### src/rtl/assert_macros.svh
// Assertion macros used by the reorder buffer back module.
// The module that uses them provides clk_i and rst_ni.
`ifndef ASSERT_MACROS_SVH
`define ASSERT_MACROS_SVH

// Property checked at every rising clock edge outside reset.
`define IORB_ASSERT(lbl, prop, msg) \
  lbl: assert property (@(posedge clk_i) disable iff (!rst_ni) (prop)) else $error(msg);

// Condition in one cycle implies another in the next cycle.
`define IORB_ASSERT_NEXT(lbl, pre, post, msg) \
  `IORB_ASSERT(lbl, (pre) |=> (post), msg)

`endif

### src/rtl/iorb_pkg.sv
package iorb_pkg;

  // Fixed field widths of the transaction ports.
  localparam int unsigned POS_W = 16;
  localparam int unsigned ID_W  = 32;

  // Defaults for the top level parameters.
  localparam int unsigned DEPTH_DEFAULT   = 16;
  localparam int unsigned ID_BITS_DEFAULT = 32;

  // Entries of the command queue between front and back.
  localparam int unsigned CMDQ_DEPTH = 2;

  // Input kind codes.
  localparam logic KIND_STORE = 1'b0;
  localparam logic KIND_END   = 1'b1;

  // Result kind codes.
  typedef enum logic [1:0] {
    RES_RELEASE  = 2'd0,
    RES_END      = 2'd1,
    RES_NOT_DONE = 2'd2,
    RES_REJECT   = 2'd3
  } res_kind_e;

  // Command classes decided by the front.
  typedef enum logic [1:0] {
    CMD_STORE  = 2'd0,
    CMD_REJECT = 2'd1,
    CMD_END    = 2'd2
  } cmd_op_e;

  typedef struct packed {
    cmd_op_e           op;
    logic [POS_W-1:0]  pos;
    logic [ID_W-1:0]   id;
  } cmd_t;

  // Status of the back as seen by the front.
  typedef struct packed {
    logic              busy;
    logic [POS_W-1:0]  head_pos;
  } back_stat_t;

endpackage

### src/rtl/iorb_front.sv
module iorb_front #(
  parameter int unsigned DEPTH = iorb_pkg::DEPTH_DEFAULT
) (
  input  logic                        clk_i,
  input  logic                        rst_ni,
  input  logic                        in_valid_i,
  output logic                        in_ready_o,
  input  logic                        kind_i,
  input  logic [iorb_pkg::POS_W-1:0]  position_i,
  input  logic [iorb_pkg::ID_W-1:0]   item_id_i,
  input  iorb_pkg::back_stat_t        stat_i,
  input  logic                        q_empty_i,
  output logic                        push_o,
  output iorb_pkg::cmd_t              cmd_o
);

  localparam int unsigned PosW = iorb_pkg::POS_W;

  logic                       hold_vld_q;
  logic                       kind_q;
  logic [PosW-1:0]            pos_q;
  logic [iorb_pkg::ID_W-1:0]  id_q;
  logic [PosW-1:0]            pos_dist;

  // A held transaction is classified only once the back has settled, so that
  // the head position it is compared against is final.
  assign push_o     = hold_vld_q && q_empty_i && !stat_i.busy;
  assign in_ready_o = !hold_vld_q || push_o;

  // Hold register for one input transaction.
  always_ff @(posedge clk_i or negedge rst_ni) begin
    if (!rst_ni) begin
      hold_vld_q <= 1'b0;
      kind_q     <= iorb_pkg::KIND_STORE;
      pos_q      <= '0;
      id_q       <= '0;
    end else begin
      if (in_valid_i && in_ready_o) begin
        hold_vld_q <= 1'b1;
        kind_q     <= kind_i;
        pos_q      <= position_i;
        id_q       <= item_id_i;
      end else if (push_o) begin
        hold_vld_q <= 1'b0;
      end
    end
  end

  // Classification: end request, out-of-window rejection or store.
  always_comb begin
    pos_dist  = pos_q - stat_i.head_pos;
    cmd_o.pos = pos_q;
    cmd_o.id  = id_q;
    if (kind_q == iorb_pkg::KIND_END) begin
      cmd_o.op = iorb_pkg::CMD_END;
    end else if (pos_dist >= PosW'(DEPTH)) begin
      cmd_o.op = iorb_pkg::CMD_REJECT;
    end else begin
      cmd_o.op = iorb_pkg::CMD_STORE;
    end
  end

endmodule

### src/rtl/iorb_cmdq.sv
module iorb_cmdq (
  input  logic            clk_i,
  input  logic            rst_ni,
  input  logic            push_i,
  input  iorb_pkg::cmd_t  data_i,
  input  logic            pop_i,
  output logic            valid_o,
  output logic            empty_o,
  output iorb_pkg::cmd_t  data_o
);

  localparam int unsigned Depth = iorb_pkg::CMDQ_DEPTH;
  localparam int unsigned PtrW  = (Depth > 1) ? $clog2(Depth) : 1;
  localparam int unsigned CntW  = $clog2(Depth + 1);

  iorb_pkg::cmd_t   buf_q [Depth];
  logic [PtrW-1:0]  wr_ptr_q;
  logic [PtrW-1:0]  rd_ptr_q;
  logic [CntW-1:0]  count_q;

  assign valid_o = (count_q != '0);
  assign empty_o = (count_q == '0);
  assign data_o  = buf_q[rd_ptr_q];

  // Entry storage.
  always_ff @(posedge clk_i) begin
    if (push_i) begin
      buf_q[wr_ptr_q] <= data_i;
    end
  end

  // Pointers and fill level.
  always_ff @(posedge clk_i or negedge rst_ni) begin
    if (!rst_ni) begin
      wr_ptr_q <= '0;
      rd_ptr_q <= '0;
      count_q  <= '0;
    end else begin
      if (push_i) begin
        wr_ptr_q <= (wr_ptr_q == PtrW'(Depth - 1)) ? '0 : wr_ptr_q + PtrW'(1);
      end
      if (pop_i) begin
        rd_ptr_q <= (rd_ptr_q == PtrW'(Depth - 1)) ? '0 : rd_ptr_q + PtrW'(1);
      end
      if (push_i && !pop_i) begin
        count_q <= count_q + CntW'(1);
      end else if (pop_i && !push_i) begin
        count_q <= count_q - CntW'(1);
      end
    end
  end

endmodule

### src/rtl/iorb_back.sv
`include "assert_macros.svh"

module iorb_back #(
  parameter int unsigned DEPTH   = iorb_pkg::DEPTH_DEFAULT,
  parameter int unsigned ID_BITS = iorb_pkg::ID_BITS_DEFAULT
) (
  input  logic                        clk_i,
  input  logic                        rst_ni,
  input  logic                        q_valid_i,
  input  iorb_pkg::cmd_t              q_cmd_i,
  output logic                        q_pop_o,
  output iorb_pkg::back_stat_t        stat_o,
  output logic                        out_valid_o,
  input  logic                        out_ready_i,
  output logic [1:0]                  result_kind_o,
  output logic [iorb_pkg::ID_W-1:0]   released_id_o,
  output logic [iorb_pkg::POS_W-1:0]  released_position_o,
  output logic                        last_o
);

  localparam int unsigned PosW = iorb_pkg::POS_W;
  localparam int unsigned IdW  = iorb_pkg::ID_W;
  localparam int unsigned IdxW = $clog2(DEPTH);

  typedef enum logic [1:0] {
    ST_IDLE,
    ST_READ,
    ST_EMIT,
    ST_END
  } state_e;

  state_e                 state_q;
  logic [DEPTH-1:0]       slot_full_q;
  logic [ID_BITS-1:0]     slot_mem [DEPTH];
  logic [ID_BITS-1:0]     rd_id_q;
  logic [PosW-1:0]        head_pos_q;
  logic [IdxW-1:0]        head_slot_q;
  logic [PosW-1:0]        recv_q;
  logic                   end_req_q;
  logic                   end_sent_q;

  logic                   out_valid_q;
  iorb_pkg::res_kind_e    out_kind_q;
  logic [IdW-1:0]         out_id_q;
  logic [PosW-1:0]        out_pos_q;
  logic                   out_last_q;

  logic [PosW-1:0]        pos_dist;
  logic [IdxW:0]          idx_sum;
  logic [IdxW-1:0]        st_idx;
  logic [IdxW-1:0]        nxt_slot;
  logic                   dup;
  logic                   store_ok;
  logic                   needs_out;
  logic                   can_emit;
  logic                   drained;
  logic                   fin;
  logic                   mem_we;
  logic                   emit;
  iorb_pkg::res_kind_e    emit_kind;
  logic [IdW-1:0]         emit_id;
  logic [PosW-1:0]        emit_pos;
  logic                   emit_last;

  assign stat_o.busy     = (state_q != ST_IDLE);
  assign stat_o.head_pos = head_pos_q;

  assign out_valid_o         = out_valid_q;
  assign result_kind_o       = out_kind_q;
  assign released_id_o       = out_id_q;
  assign released_position_o = out_pos_q;
  assign last_o              = out_last_q;

  // Ring index of the slot addressed by the command and of the slot after
  // the head; the window check in the front keeps the sum below twice DEPTH.
  always_comb begin
    pos_dist = q_cmd_i.pos - head_pos_q;
    idx_sum  = (IdxW+1)'(head_slot_q) + (IdxW+1)'(pos_dist[IdxW-1:0]);
    if (idx_sum >= (IdxW+1)'(DEPTH)) begin
      st_idx = IdxW'(idx_sum - (IdxW+1)'(DEPTH));
    end else begin
      st_idx = idx_sum[IdxW-1:0];
    end
    nxt_slot = (head_slot_q == IdxW'(DEPTH - 1)) ? '0 : head_slot_q + IdxW'(1);
  end

  // Decision for the command at the head of the queue.
  always_comb begin
    can_emit  = !out_valid_q || out_ready_i;
    dup       = slot_full_q[st_idx];
    store_ok  = (q_cmd_i.op == iorb_pkg::CMD_STORE) && !dup;
    needs_out = (q_cmd_i.op == iorb_pkg::CMD_REJECT)
             || ((q_cmd_i.op == iorb_pkg::CMD_STORE) && dup)
             || ((q_cmd_i.op == iorb_pkg::CMD_END) && !end_sent_q);
    q_pop_o   = (state_q == ST_IDLE) && q_valid_i && (!needs_out || can_emit);
    mem_we    = q_pop_o && store_ok;
    drained   = (head_pos_q == recv_q);
    fin       = end_req_q && !end_sent_q && ((head_pos_q + PosW'(1)) == recv_q);
  end

  // Result to be loaded into the output register this cycle.
  always_comb begin
    emit      = 1'b0;
    emit_kind = iorb_pkg::RES_RELEASE;
    emit_id   = '0;
    emit_pos  = head_pos_q;
    emit_last = 1'b1;
    case (state_q)
      ST_IDLE: begin
        if (q_pop_o && needs_out) begin
          emit = 1'b1;
          if (q_cmd_i.op == iorb_pkg::CMD_END) begin
            emit_kind = drained ? iorb_pkg::RES_END : iorb_pkg::RES_NOT_DONE;
          end else begin
            emit_kind = iorb_pkg::RES_REJECT;
            emit_pos  = q_cmd_i.pos;
          end
        end
      end
      ST_EMIT: begin
        emit      = can_emit;
        emit_id   = IdW'(rd_id_q);
        emit_last = !slot_full_q[nxt_slot] && !fin;
      end
      ST_END: begin
        emit      = can_emit;
        emit_kind = iorb_pkg::RES_END;
      end
      default: begin
        emit = 1'b0;
      end
    endcase
  end

  // Slot store with a registered read port at the head slot.
  always_ff @(posedge clk_i) begin
    if (mem_we) begin
      slot_mem[st_idx] <= ID_BITS'(q_cmd_i.id);
    end
    if (state_q == ST_READ) begin
      rd_id_q <= slot_mem[head_slot_q];
    end
  end

  // Drain sequencer, buffer bookkeeping and output register.
  always_ff @(posedge clk_i or negedge rst_ni) begin
    if (!rst_ni) begin
      state_q     <= ST_IDLE;
      slot_full_q <= '0;
      head_pos_q  <= '0;
      head_slot_q <= '0;
      recv_q      <= '0;
      end_req_q   <= 1'b0;
      end_sent_q  <= 1'b0;
      out_valid_q <= 1'b0;
      out_kind_q  <= iorb_pkg::RES_RELEASE;
      out_id_q    <= '0;
      out_pos_q   <= '0;
      out_last_q  <= 1'b0;
    end else begin
      if (emit) begin
        out_valid_q <= 1'b1;
        out_kind_q  <= emit_kind;
        out_id_q    <= emit_id;
        out_pos_q   <= emit_pos;
        out_last_q  <= emit_last;
      end else if (out_ready_i) begin
        out_valid_q <= 1'b0;
      end
      case (state_q)
        ST_IDLE: begin
          if (q_pop_o && (q_cmd_i.op == iorb_pkg::CMD_END)) begin
            end_req_q <= 1'b1;
            if (!end_sent_q && drained) begin
              end_sent_q <= 1'b1;
            end
          end
          if (mem_we) begin
            slot_full_q[st_idx] <= 1'b1;
            recv_q              <= recv_q + PosW'(1);
            if (st_idx == head_slot_q) begin
              state_q <= ST_READ;
            end
          end
        end
        ST_READ: begin
          state_q <= ST_EMIT;
        end
        ST_EMIT: begin
          if (can_emit) begin
            slot_full_q[head_slot_q] <= 1'b0;
            head_slot_q              <= nxt_slot;
            head_pos_q               <= head_pos_q + PosW'(1);
            if (slot_full_q[nxt_slot]) begin
              state_q <= ST_READ;
            end else if (fin) begin
              state_q <= ST_END;
            end else begin
              state_q <= ST_IDLE;
            end
          end
        end
        ST_END: begin
          if (can_emit) begin
            end_sent_q <= 1'b1;
            state_q    <= ST_IDLE;
          end
        end
        default: begin
          state_q <= ST_IDLE;
        end
      endcase
    end
  end

  // The slot being released must hold an item.
  `IORB_ASSERT(a_emit_slot_full, (state_q == ST_EMIT) |-> slot_full_q[head_slot_q], "release of an empty slot")
  // Once sent, the end marker is never sent again.
  `IORB_ASSERT_NEXT(a_end_sent_sticky, end_sent_q, end_sent_q, "end marker flag cleared")
  // The head only moves on a release.
  `IORB_ASSERT(a_head_on_release, (head_pos_q != $past(head_pos_q)) |-> $past(emit && (state_q == ST_EMIT)), "head moved without a release")
  // A store at the head always starts a drain.
  `IORB_ASSERT_NEXT(a_head_store_drains, mem_we && (st_idx == head_slot_q), state_q == ST_READ, "store at head did not start a drain")

endmodule

### src/rtl/in_order_release_reorder_buffer_unit.sv
// In-order release reorder buffer. Items tagged with a 16-bit sequence position
// arrive in any order and are held in DEPTH slots; when the item at the head
// position arrives, it and every consecutive stored item behind it are released
// in sequence order, the last result of each input transaction carrying last_o.
// Positions DEPTH or more past the head, and positions whose slot is already
// occupied, are answered with a rejection. An end request is answered with an
// end marker if everything received has been released, otherwise with "not
// finished", and the end marker then follows the drain that empties the buffer;
// it is sent once only. An input transaction is held in a front register,
// classified once the back has finished the previous one, and passed through a
// two-entry command queue. Each released item passes through the back as a
// registered read of the slot store and then the loading of the output
// register. Rejections and end replies are loaded into the output register
// straight from the idle state. The output register lets the next transaction
// be accepted while a result waits. No clearing pass is needed after reset.
module in_order_release_reorder_buffer_unit #(
  parameter int unsigned DEPTH   = iorb_pkg::DEPTH_DEFAULT,
  parameter int unsigned ID_BITS = iorb_pkg::ID_BITS_DEFAULT
) (
  input  logic                        clk_i,
  input  logic                        rst_ni,
  input  logic                        in_valid_i,
  output logic                        in_ready_o,
  input  logic                        kind_i,
  input  logic [iorb_pkg::POS_W-1:0]  position_i,
  input  logic [iorb_pkg::ID_W-1:0]   item_id_i,
  output logic                        out_valid_o,
  input  logic                        out_ready_i,
  output logic [1:0]                  result_kind_o,
  output logic [iorb_pkg::ID_W-1:0]   released_id_o,
  output logic [iorb_pkg::POS_W-1:0]  released_position_o,
  output logic                        last_o
);

  iorb_pkg::back_stat_t  stat;
  iorb_pkg::cmd_t        push_cmd;
  iorb_pkg::cmd_t        q_cmd;
  logic                  push;
  logic                  pop;
  logic                  q_valid;
  logic                  q_empty;

  // Front: input hold register and classification.
  iorb_front #(
    .DEPTH (DEPTH)
  ) u_front (
    .clk_i      (clk_i),
    .rst_ni     (rst_ni),
    .in_valid_i (in_valid_i),
    .in_ready_o (in_ready_o),
    .kind_i     (kind_i),
    .position_i (position_i),
    .item_id_i  (item_id_i),
    .stat_i     (stat),
    .q_empty_i  (q_empty),
    .push_o     (push),
    .cmd_o      (push_cmd)
  );

  // Command queue between front and back.
  iorb_cmdq u_cmdq (
    .clk_i   (clk_i),
    .rst_ni  (rst_ni),
    .push_i  (push),
    .data_i  (push_cmd),
    .pop_i   (pop),
    .valid_o (q_valid),
    .empty_o (q_empty),
    .data_o  (q_cmd)
  );

  // Back: slot store, drain sequencer and output register.
  iorb_back #(
    .DEPTH   (DEPTH),
    .ID_BITS (ID_BITS)
  ) u_back (
    .clk_i               (clk_i),
    .rst_ni              (rst_ni),
    .q_valid_i           (q_valid),
    .q_cmd_i             (q_cmd),
    .q_pop_o             (pop),
    .stat_o              (stat),
    .out_valid_o         (out_valid_o),
    .out_ready_i         (out_ready_i),
    .result_kind_o       (result_kind_o),
    .released_id_o       (released_id_o),
    .released_position_o (released_position_o),
    .last_o              (last_o)
  );

endmodule
### config.mk
export PLATFORM = sky130hd
export DESIGN_NAME = in_order_release_reorder_buffer_unit
export DESIGN_NICKNAME = d
export VERILOG_FILES = /design/src/rtl/iorb_pkg.sv /design/src/rtl/iorb_front.sv /design/src/rtl/iorb_cmdq.sv /design/src/rtl/iorb_back.sv /design/src/rtl/in_order_release_reorder_buffer_unit.sv
export VERILOG_INCLUDE_DIRS = /design/src /design/src/rtl
export SDC_FILE = /design/constraint.sdc
export NUM_CORES = 1
export LEC_CHECK = 0
export BUFFER_PORTS_ARGS = -buffer_cell sky130_fd_sc_hd__buf_2
export CORE_UTILIZATION = 62
export CTS_BUF_LIST = sky130_fd_sc_hd__clkbuf_16
export DETAILED_ROUTE_END_ITERATION = 8
export PLACE_DENSITY = 0.84
export SLEW_MARGIN = 10
export SYNTH_ARGS = -nofsm -noshare
export SYNTH_HDL_FRONTEND = slang
export SYNTH_SLANG_ARGS = --single-unit
### constraint.sdc
create_clock -name clk_i -period 7.9 [get_ports clk_i]
set_input_delay 1.58 -clock clk_i [delete_from_list [all_inputs] [get_ports clk_i]]
set_output_delay 1.58 -clock clk_i [all_outputs]
set_load 0.005 [all_outputs]
# --- Word level (Yosys, flattened, before mapping) ---
# Memory sizes are Yosys's and may differ from the RTL's. A register that Yosys moved wholly into a read port is not among the register bits.
# Index checks and enable logic that the tools add are counted.
word_totals:
  in_bits: 53
  ramBits: 612
  output_inout_bits: 53
  wordCells: 157
  mem_count: 2
  register_bits: 162
op_classes:
  eq_ne: 15
  reduce_logical: 51
  addsub: 11
  order_cmp: 7
  bitwise_logic: 3
  mux: 49
mem_list:
  columns: ["memory", "words", "width", "read_ports", "rd_clocked_by_memory_dff", "wr", "line", "text"]
  rows:
  - ["u_back.slot_mem", 16, 32, 1, 1, 1, "iorb_back.sv:34", "logic [ID_BITS-1:0] slot_mem [DEPTH];"]
  - ["u_cmdq.buf_q", 2, 50, 1, 0, 1, "iorb_cmdq.sv:16", "iorb_pkg::cmd_t buf_q [Depth];"]
ops:
  columns: ["cell", "count"]
  rows:
  - ["16-bit 2-to-1 mux", 5]
  - ["16-bit by 1-bit adder with 16-bit output (second input constant)", 2]
  - ["16-bit == test", 2]
  - ["32-bit 2-to-1 mux", 1]
  - ["16-bit one-hot mux with 2 select lines", 1]
  - ["2-bit 2-to-1 mux", 12]
  - ["1-bit 2-to-1 mux", 20]
  - ["1-bit logical AND", 19]
  - ["16-bit AND", 1]
  - ["16-bit by 5-bit greater-or-equal comparator with 1-bit output (second input constant)", 1]
  - ["16-bit inverter", 1]
  - ["16-bit bitwise OR", 1]
  - ["16-bit subtractor", 1]
  - ["4-bit by 5-bit < comparator with 1-bit output (second input constant)", 3]
  - ["2-bit nonzero test", 7]
  - ["1-bit zero test", 10]
  - ["1-bit binary-select mux with 4-bit select", 2]
  - ["1-bit demux with 4-bit select", 2]
  - ["4-bit by 1-bit greater-or-equal comparator with 1-bit output (second input constant)", 2]
  - ["4-bit 2-to-1 mux", 2]
  - ["2-bit one-hot mux with 4 select lines", 1]
  - ["4-bit AND reduction", 2]
  - ["2-bit == test (second input constant)", 3]
  - ["2-bit zero test", 3]
  - ["other kinds (19)", 32]

# --- Logic depth before layout (Yosys ltp) ---
# Gate-level depths: netlist (run 1).
# An unclocked memory read counts as a cell.
logic_depth:
  word_depth: 17
  mapped_depth: 17
  mapped_depth_nobuf: 15

# --- Cells and area by module ---
# Synthesis (run 1) repeated with hierarchy kept, for this count alone.
unflattened:
  hier_cells: 1785
  area_unflattened_um2: 33098.0
modules_own_cells:
  columns: ["mod", "area_each_um2", "seq_area_each_um2", "n_inst", "cells_each"]
  rows:
  - ["iorb_back", 26316.5, 19038.3, 1, 1385]
  - ["iorb_cmdq", 4047.6, 3103.0, 1, 172]
  - ["iorb_front", 2733.9, 1251.2, 1, 228]

# --- Worst setup path before layout (run 1) ---
# Ideal clock, no wire load.
synth_timing:
  path_type: "register to register"
  from: "register u_cmdq.rd_ptr_q"
  to: "memory u_back.slot_mem[10][0] (netlist name), enable pin"
  n_path_buf: 3
  period_less_slack_ps: 6340
  stages_incl_launch_ff: 14
  t_arrival_ps: 5879
  setup_ps: 461
  slack_ps: 1560
  required_time_ps: 7439
  path_cell_list: "dfrtp_1 -> buf_4 -> clkbuf_1 -> mux2_2 -> fa_1 -> inv_1 -> fa_1 -> mux4_2 -> nand2_1 -> mux2i_1 -> nor4_2 -> buf_4 -> nand3_1 -> nor3_1"
synth_via:
  elab_chain_cells: 16
  word_cells_on_any_way: 23
  classes_between: "add/sub: 3; order compare: 1; eq/ne: 2; mux: 5; reduce/logical: 11; memory: 1"
synth_rtl:
  columns: ["item", "line", "text"]
  rows:
  - ["from (decl)", "iorb_cmdq.sv:18", "logic [PtrW-1:0] rd_ptr_q;"]
  - ["from (signal assigned)", "iorb_cmdq.sv:43", "rd_ptr_q <= (rd_ptr_q == PtrW'(Depth - 1)) ? '0 : rd_ptr_q + PtrW'(1);"]
  - ["memory 2 x 50 bit *", null, null]
  - ["4-bit subtractor", "iorb_back.sv:77", "pos_dist = q_cmd_i.pos - head_pos_q;"]
  - ["4-bit by 4-bit adder with 5-bit output", "iorb_back.sv:78", "idx_sum = (IdxW+1)'(head_slot_q) + (IdxW+1)'(pos_dist[IdxW-1:0]);"]
  - ["4-bit by 1-bit subtractor with 4-bit output or 5-bit greater-or-equal comparator (tied branches)", "iorb_back.sv:80, iorb_back.sv:79", null]
  - ["4-bit 2-to-1 mux", "iorb_back.sv:79", "if (idx_sum >= (IdxW+1)'(DEPTH)) begin"]
  - ["1-bit binary-select mux with 4-bit select", "iorb_back.sv:90", "dup = slot_full_q[st_idx];"]
  - ["1-bit 2-to-1 mux (not written as such)", "iorb_back.sv:90", null]
  - ["1-bit logical AND", "iorb_back.sv:93", "|| ((q_cmd_i.op == iorb_pkg::CMD_STORE) && dup)"]
  - ["1-bit logical OR", "iorb_back.sv:93", null]
  - ["1-bit logical OR", "iorb_back.sv:94", "|| ((q_cmd_i.op == iorb_pkg::CMD_END) && !end_sent_q);"]
  - ["1-bit zero test", "iorb_back.sv:95", "q_pop_o = (state_q == ST_IDLE) && q_valid_i && (!needs_out || can_emit);"]
  - ["1-bit logical OR", "iorb_back.sv:95", null]
  - ["1-bit logical AND", "iorb_back.sv:95", null]
  - ["1-bit logical AND", "iorb_back.sv:96", "mem_we = q_pop_o && store_ok;"]
  - ["1-bit 2-to-1 mux", "iorb_back.sv:137", "if (mem_we) begin"]
  - ["1-bit 2-to-1 mux (not written as such)", "iorb_back.sv:138", "slot_mem[st_idx] <= ID_BITS'(q_cmd_i.id);"]
  - ["to (decl)", "iorb_back.sv:34", null]
# Mark *: on every way between the ends. The rest lies on a longest branch, timed or not. The select of a mux whose other input is x is not followed.

# --- Worst setup path after layout (run 1) ---
layout_timing:
  from: "register u_cmdq.rd_ptr_q"
  to: "memory u_back.slot_mem[9][25] (netlist name), enable pin"
# Same word-level chain as after synthesis.

==> metrics.yaml, run 1 <==
sta:
  max_slew_margin: 0.181
  worst_slack_ps: 2220
  hold_violations: 0
  tightest_slew_ps: 1220
  fmax_mhz: 176
  rsz0062_at_grt: "no"
  fin_crit_ps: 5680
  slew_viol_final: 0
  period_share: 0.719
  whs_ps: 466
  tns_ps: 0
  finClkSkew_ps: 52.2
  setup_viol: 0
cells_and_area:
  fin_nets: 1977
  mostFrequentLayoutCells: "edfxtp_1 (644), mux4_2 (169), dfrtp_1 (157), nand2_1 (129), buf_2 (104)"
  diodes: 0
  layout_commonest_cell: "edfxtp_1"
  fin_util: 0.707
  drive_gt1_frac: 0.278
  syn_to_final_growth_pct: 12.2
setup_path:
  reg2reg_to: "u_back.slot_mem[9][25]$_DFFE_PP_"
  critPathCapture: "u_back.slot_mem[9][25]$_DFFE_PP_"
  crit_fanout: 52
  worst_setup_path_end_kind: "flop"
  start_kind: "flop"
  criticalPathCategory: "reg2reg"
  worstReg2RegStart: "u_cmdq.rd_ptr_q$_DFFE_PN0N_"
  cp-startpoint: "u_cmdq.rd_ptr_q$_DFFE_PN0N_"
  crit_arrival_ps: 5910
  worstRegToRegCells: 12
  rrSetupSlack_ps: 2220
  cp.required_ps: 8130
route:
  vias: 17186
  wl_per_cell_um: 28.6
  drt-initial-drc-count: 1933
  avgViaCountPerCell: 6.52
  routed_wirelength_mm: 75.3
  postRouteAntennaNets: 0
  drcViolationCount: 0
  firstDrtPassIters: 5
place:
  hpwl_mm: 40.7
  portBuffers: 105
  place.gp.congestion: 0.884
  post-place-ws_ps: 2300
floorplan:
  io_pins: 106
  die_w_um: 231
  rows: 83
  core_area_mm2: 0.0515
  dieArea_mm2: 0.0533
  start_util: 0.630
  dieHeight_um: 231
synth:
  muxShareOfSynthArea: 0.160
  syn_area_per_cell_um2: 18.4
  netlist_instances: 1760
  syn-cell-area_mm2: 0.0325
  synth-xor-area-share: 0.0215
  synth_compound_area_frac: 0.0299
  ys_seq_elements: 806
  synth_top_family_by_area: "multiplexers"
  synth-edff-count: 644
  synthAdderAreaFrac: 0.0146
  async_reset_ff_frac: 0.201
  yosysSeqAreaShare: 0.721
  syn_nets: 1849
  ys_dominant_reg_cell: "edfxtp_1"
  synth_cell_type_count: 62
  synthSimpleGateAreaFrac: 0.0387
  yosys_warnings: 0
power:
  p_per_area_mw_per_mm2: 404
  peakVddDrop_v: 0.000368
  leakage_nw: 12.6
  fin_total_pwr_mw: 14.7
grt:
  grt_max_degree: 100
  use_met2: 0.491
  overflow: 0
  grtUsageMet1: 0.378
  grt_usage: 0.288
  grt_pass1_vias: 17888
  use_met3: 0.0487
  antenna_found_initial: 0
  grt_pass1_wl_mm: 111
  busiest_layer: "met2"
clocking:
  cts_root_buffer: "clkbuf_16"
  cts_hold_buffers: 0
  cts.sinks: 806
  clk_latency_ps: 640
  cts_tree: "done"
  path_clk_slew_ps: 60
  cts_setup_buffers: 0
  htree_levels: 3
  cts_made_buffers: 80
  clock_path_buffers: 3
  post_cts_resized: 0
run_status:
  status: "finished clean"
worst_hold_path:
  worst_hold_path_type: "reg2reg"
job:
  drv_cap: 0
## cell usage after synthesis, drive strengths merged, types with 2 or more instances
cell,instances,area share
or2,3,0.00058
xnor2,58,0.016
fa,3,0.0019
nand2,130,0.015
nand4,17,0.0033
a211oi,2,0.00046
a2111oi,2,0.00054
clkbuf,53,0.0063
mux2i,24,0.0074
or3,2,0.00039
a22oi,3,0.00069
xor2,19,0.0051
dfrtp,162,0.12
nand3,14,0.0022
inv,34,0.0039
mux2,101,0.035
a41oi,2,0.00054
o211ai,4,0.00093
o21ai,77,0.012
nor3,16,0.0025
edfxtp,644,0.60
ha,33,0.013
a21o,8,0.0019
o221ai,3,0.00081
a2bb2oi,2,0.00054
a22o,3,0.00081
mux4,169,0.12
and2,4,0.00077
a21oi,15,0.0023
nand2b,13,0.0025
nor2,45,0.0054
nor4,11,0.0023
a31oi,5,0.00096
buf,31,0.0048
o41ai,3,0.00081
o31ai,13,0.0030
and3,7,0.0013
nor2b,9,0.0017
o311ai,2,0.0011
o21bai,3,0.00069
## registers in the layout, summed over array words and instances, names as in the netlist, 32 cells and up
| register | cells |
|---|---|
| u_front.id_q | 32 |
| u_cmdq.buf_q | 100 |
| u_back.slot_mem | 512 |
| u_back.rd_id_q | 32 |
| u_back.released_id_o | 32 |
## metrics by stage
stage / instances / instance area (um^2)
2_1_floorplan: 1760 / 32500
3_3_place_gp: 2482 / 33800
3_5_place_dp: 2482 / 33800
4_1_cts: 2631 / 36300
5_1_grt: 2635 / 36400
6_report: 2635 / 36400
## cells by family (layout without fill, tap and decap cells)
logic type | count (synthesis) | after routing
AOI/OAI and AO/OA | 154 | 154
buffers and inverters | 118 | 313
xor gates and xnor gates | 78 | 78
and+or+nand+nor | 274 | 274
adders and majority gates | 36 | 36
muxes | 294 | 294
DFF | 806 | 806
## report_power, final
part | internal (mW) | leakage [nW] | total (mW) | switching (mW)
Clock | 1.99 | 1.33 | 3.64 | 1.64
Combinational | 1.97 | 3.51 | 4.85 | 2.89
Sequential | 5.77 | 7.78 | 6.23 | 0.462
## routing by layer
metal  wire (um)  part of all wire
met4        2260             0.030
met5           0                 0
met3        5010             0.067
met2       39300              0.52
met1       28600              0.38
## area by class of cell
class,count,area [um^2]
clock buffer,83,2080
clock inverter,66,447
fill,3080,15100
inverter,34,128
multi-input combinational,836,8720
sequential,806,23400
tap,680,851
timing repair buffer,130,785
## worst min path at each step
stage	start	slack, ps	depth (start not counted)	end
detailed placement	u_front.id_q[13]$_DFFE_PN0P_	450	0	u_cmdq.buf_q[0][13]$_DFFE_PP_
global placement	u_front.id_q[11]$_DFFE_PN0P_	440	0	u_cmdq.buf_q[0][11]$_DFFE_PP_
CTS	u_front.id_q[22]$_DFFE_PN0P_	470	0	u_cmdq.buf_q[0][22]$_DFFE_PP_
floorplan	u_front.id_q[0]$_DFFE_PN0P_	440	0	u_cmdq.buf_q[0][0]$_DFFE_PP_
global route	u_front.id_q[30]$_DFFE_PN0P_	490	0	u_cmdq.buf_q[0][30]$_DFFE_PP_
finish	u_front.id_q[22]$_DFFE_PN0P_	470	0	u_cmdq.buf_q[0][22]$_DFFE_PP_
## worst max-delay path: stages (launching register included)
cell and delay (ps):
dfrtp_2 380, buf_4 700, mux2_2 440, ha_1 320, xor2_1 160, ha_1 350
a21oi_1 180, xnor3_2 390, mux2i_1 250, nor4_2 290, buf_4 280, nand3_1 430
nor2_4 1070
Note: power is estimated with default switching activity, not from simulation.
==> inputs of run 2 (changes only) <==
==> constraint.sdc (replaced) <==
create_clock -name clk_i -period 5.4 [get_ports clk_i]
set_input_delay 1.08 -clock clk_i [delete_from_list [all_inputs] [get_ports clk_i]]
set_output_delay 1.08 -clock clk_i [all_outputs]
set_load 0.005 [all_outputs]
==> metrics.yaml, run 2 (synthesis results as in run 1) <==
sta:
  max_slew_margin: 0.141  # was 0.181
  slew_viol_final: 0  # unchanged
  setup_viol: 0  # unchanged
  rsz0062_at_grt: "no"  # unchanged
  tns_ps: 0  # unchanged
  hold_violations: 0  # unchanged
  fin_crit_ps: 5160  # was 5680 ps
  finClkSkew_ps: 36.0  # was 52.2 ps
  period_share: 0.955  # was 0.719
  tightest_slew_ps: 1290  # was 1220 ps
  fmax_mhz: 194  # was 176 MHz
setup_path:
  cp.required_ps: 5660  # was 8130 ps
  cp_top_family: "simple AND/OR/NAND/NOR gates"  # unchanged
  crit_fanout: 33  # was 52
  cp_cell_sequence: "buf_4 > mux2_2 > ha_1 > xor2_1 > ha_1 > a21oi_1 > xnor3_2 > mux2i_1 > nor4_4 > nand3_2 > nor3_4 > buf_4"  # was buf_4 > mux2_2 > ha_1 > xor2_1 > ha_1 > a21oi_1 > xnor3_2 > mux2i_1 > nor4_2 > buf_4 > nand3_1 > nor2_4
  crit_buf_inv: 2  # unchanged
  crit_arrival_ps: 5410  # was 5910 ps
  cpPeakStageDelay_ps: 590  # was 1070 ps
  criticalPathCategory: "reg2reg"  # unchanged
  crit_slowest_cell: "buf_4"  # was nor2_4
  start_kind: "flop"  # unchanged
  worst_setup_path_end_kind: "flop"  # unchanged
route:
  wl_per_cell_um: 29.9  # was 28.6 um
  postRouteAntennaNets: 0  # unchanged
  routed_wirelength_mm: 79.5  # was 75.3 mm
  drt-initial-drc-count: 2112  # was 1933
  drcViolationCount: 0  # unchanged
  avgViaCountPerCell: 6.67  # was 6.52
  firstDrtPassIters: 5  # unchanged
  vias: 17717  # was 17.2k
grt:
  grt_pass1_vias: 18412  # was 17.9k
  overflow: 0  # unchanged
  grt_pass1_wl_mm: 118  # was 111 mm
  grt_max_degree: 95  # was 100
  grt_usage: 0.308  # was 0.288
  antenna_found_initial: 1  # was 0
place:
  hpwl_mm: 43.7  # was 40.7 mm
  place.gp.congestion: 0.911  # was 0.884
  portBuffers: 105  # unchanged
floorplan:
  io_pins: 106  # unchanged
  core_area_mm2: 0.0515  # unchanged
  dieArea_mm2: 0.0533  # unchanged
  dieHeight_um: 231  # unchanged
  rows: 83  # unchanged
  start_util: 0.630  # unchanged
  die_w_um: 231  # unchanged
clocking:
  path_clk_slew_ps: 60  # about the same
  cts_root_buffer: "clkbuf_16"  # unchanged
  cts_tree: "done"  # unchanged
  htree_levels: 3  # unchanged
  cts_made_buffers: 80  # unchanged
  clock_path_buffers: 3  # unchanged
  cts_hold_buffers: 0  # unchanged
  clk_latency_ps: 650  # was 640 ps
  cts.sinks: 806  # unchanged
cells_and_area:
  mostFrequentLayoutCells: "edfxtp_1 (644), mux4_2 (169), dfrtp_1 (157), nand2_1 (129), buf_2 (104)"  # unchanged
  syn_to_final_growth_pct: 12.8  # was 12.2%
  fin_nets: 1999  # was 1977
  drive_gt1_frac: 0.283  # was 0.278
  seqCellArea_mm2: 0.0234  # unchanged
  multi_input_area_mm2: 0.00876  # was 0.00872 mm^2
  regMostFlops: "u_back.slot_mem"  # unchanged
  diodes: 0  # unchanged
  nFillCells: 3001  # was 3080
  reg.largest.list: "u_back.slot_mem (512), u_cmdq.buf_q (100)"  # unchanged
  largest_reg_flops: 512  # unchanged
  fin_util: 0.711  # was 0.707
  layout_commonest_cell: "edfxtp_1"  # unchanged
power:
  peakVddDrop_v: 0.000457  # was 0.000368 V
  leakage_nw: 12.7  # was 12.6 nW
  p_per_area_mw_per_mm2: 600  # was 404 mW/mm^2
worst_hold_path:
  worst_hold_path_type: "reg2reg"  # unchanged
job:
  drv_cap: 0  # unchanged
run_status:
  status: "finished clean"  # unchanged
## run 2: cell count changes in the layout (fill, tap and decap cells not counted), moves of 3 or more
cell,previous run,this run
nor3_2,4,0
clkinv_1,10,22
inv_1,62,56
nor3_4,0,4
buf_4,21,38
buf_12,2,9
clkinv_8,4,1
clkinvlp_4,4,0
## run 2: power breakdown
group / internal [mW] / switching [mW] / leakage [nW] / total (mW)
Sequential: 8.44 / 0.601 / 7.78 / 9.04
Clock: 2.90 / 2.42 / 1.30 / 5.32
Combinational: 2.99 / 4.62 / 3.64 / 7.60
Total: 14.3 / 7.64 / 12.7 / 22.0
## run 2: final timing paths
| path | start | end | slack, ps | cells past startpoint |
|---|---|---|---|---|
| worst max-delay path | u_cmdq.rd_ptr_q$_DFFE_PN0N_ | u_back.slot_mem[10][21]$_DFFE_PP_ | 240 | 12 |
| worst min-delay path | u_front.id_q[21]$_DFFE_PN0P_ | u_cmdq.buf_q[1][21]$_DFFE_PP_ | 470 | 0 |
| worst min register to register | u_front.id_q[21]$_DFFE_PN0P_ | u_cmdq.buf_q[1][21]$_DFFE_PP_ | 470 | 0 |
| min in group asynchronous | rst_ni | u_back.released_id_o[21]$_DFFE_PN0P_ | 520 | 1 |
| max in group asynchronous | rst_ni | u_front.id_q[6]$_DFFE_PN0P_ | 3670 | 2 |
| worst max register to register | u_cmdq.rd_ptr_q$_DFFE_PN0N_ | u_back.slot_mem[10][21]$_DFFE_PP_ | 240 | 12 |
## run 2: stage by stage
stage	instances	total power [mW]	hold slack [ps]	setup WS [ps]	cell area (um^2)
after floorplan	1760	14.1	437	-86.0	32500
after global placement	2502	16.1	443	258	34100
after detailed placement	2502	16.4	454	80.1	34100
after CTS	2650	21.9	469	159	36600
after global routing	2656	22.8	478	34.8	36600
final	2656	22.0	470	243	36600
## run 2: final cells by class
cell class	count	area share
clock buffer	81	0.0553
clock inverter	67	0.0127
inverter	34	0.00348
multi-input combinational	836	0.239
sequential	806	0.639
tap	680	0.0232
timing repair buffer	152	0.0272
## run 2: layer usage
metal,wire (um),global-route usage,vias up
li1,-,-,7230
met1,29200,0.409,9099
met2,40400,0.510,1176
met3,7090,0.0573,210
met4,2750,0.120,2
met5,13,0,-
## run 2: timing repair
| item | in CTS | in global routing |
|---|---|---|
| buffers inserted | 0 | 6 |
| pin swaps | 1 | 3 |
| endpoints found under the hold margin | 0 | 0 |
| setup endpoints to repair | 90 | 80 |
| resized for setup | 2 | 0 |
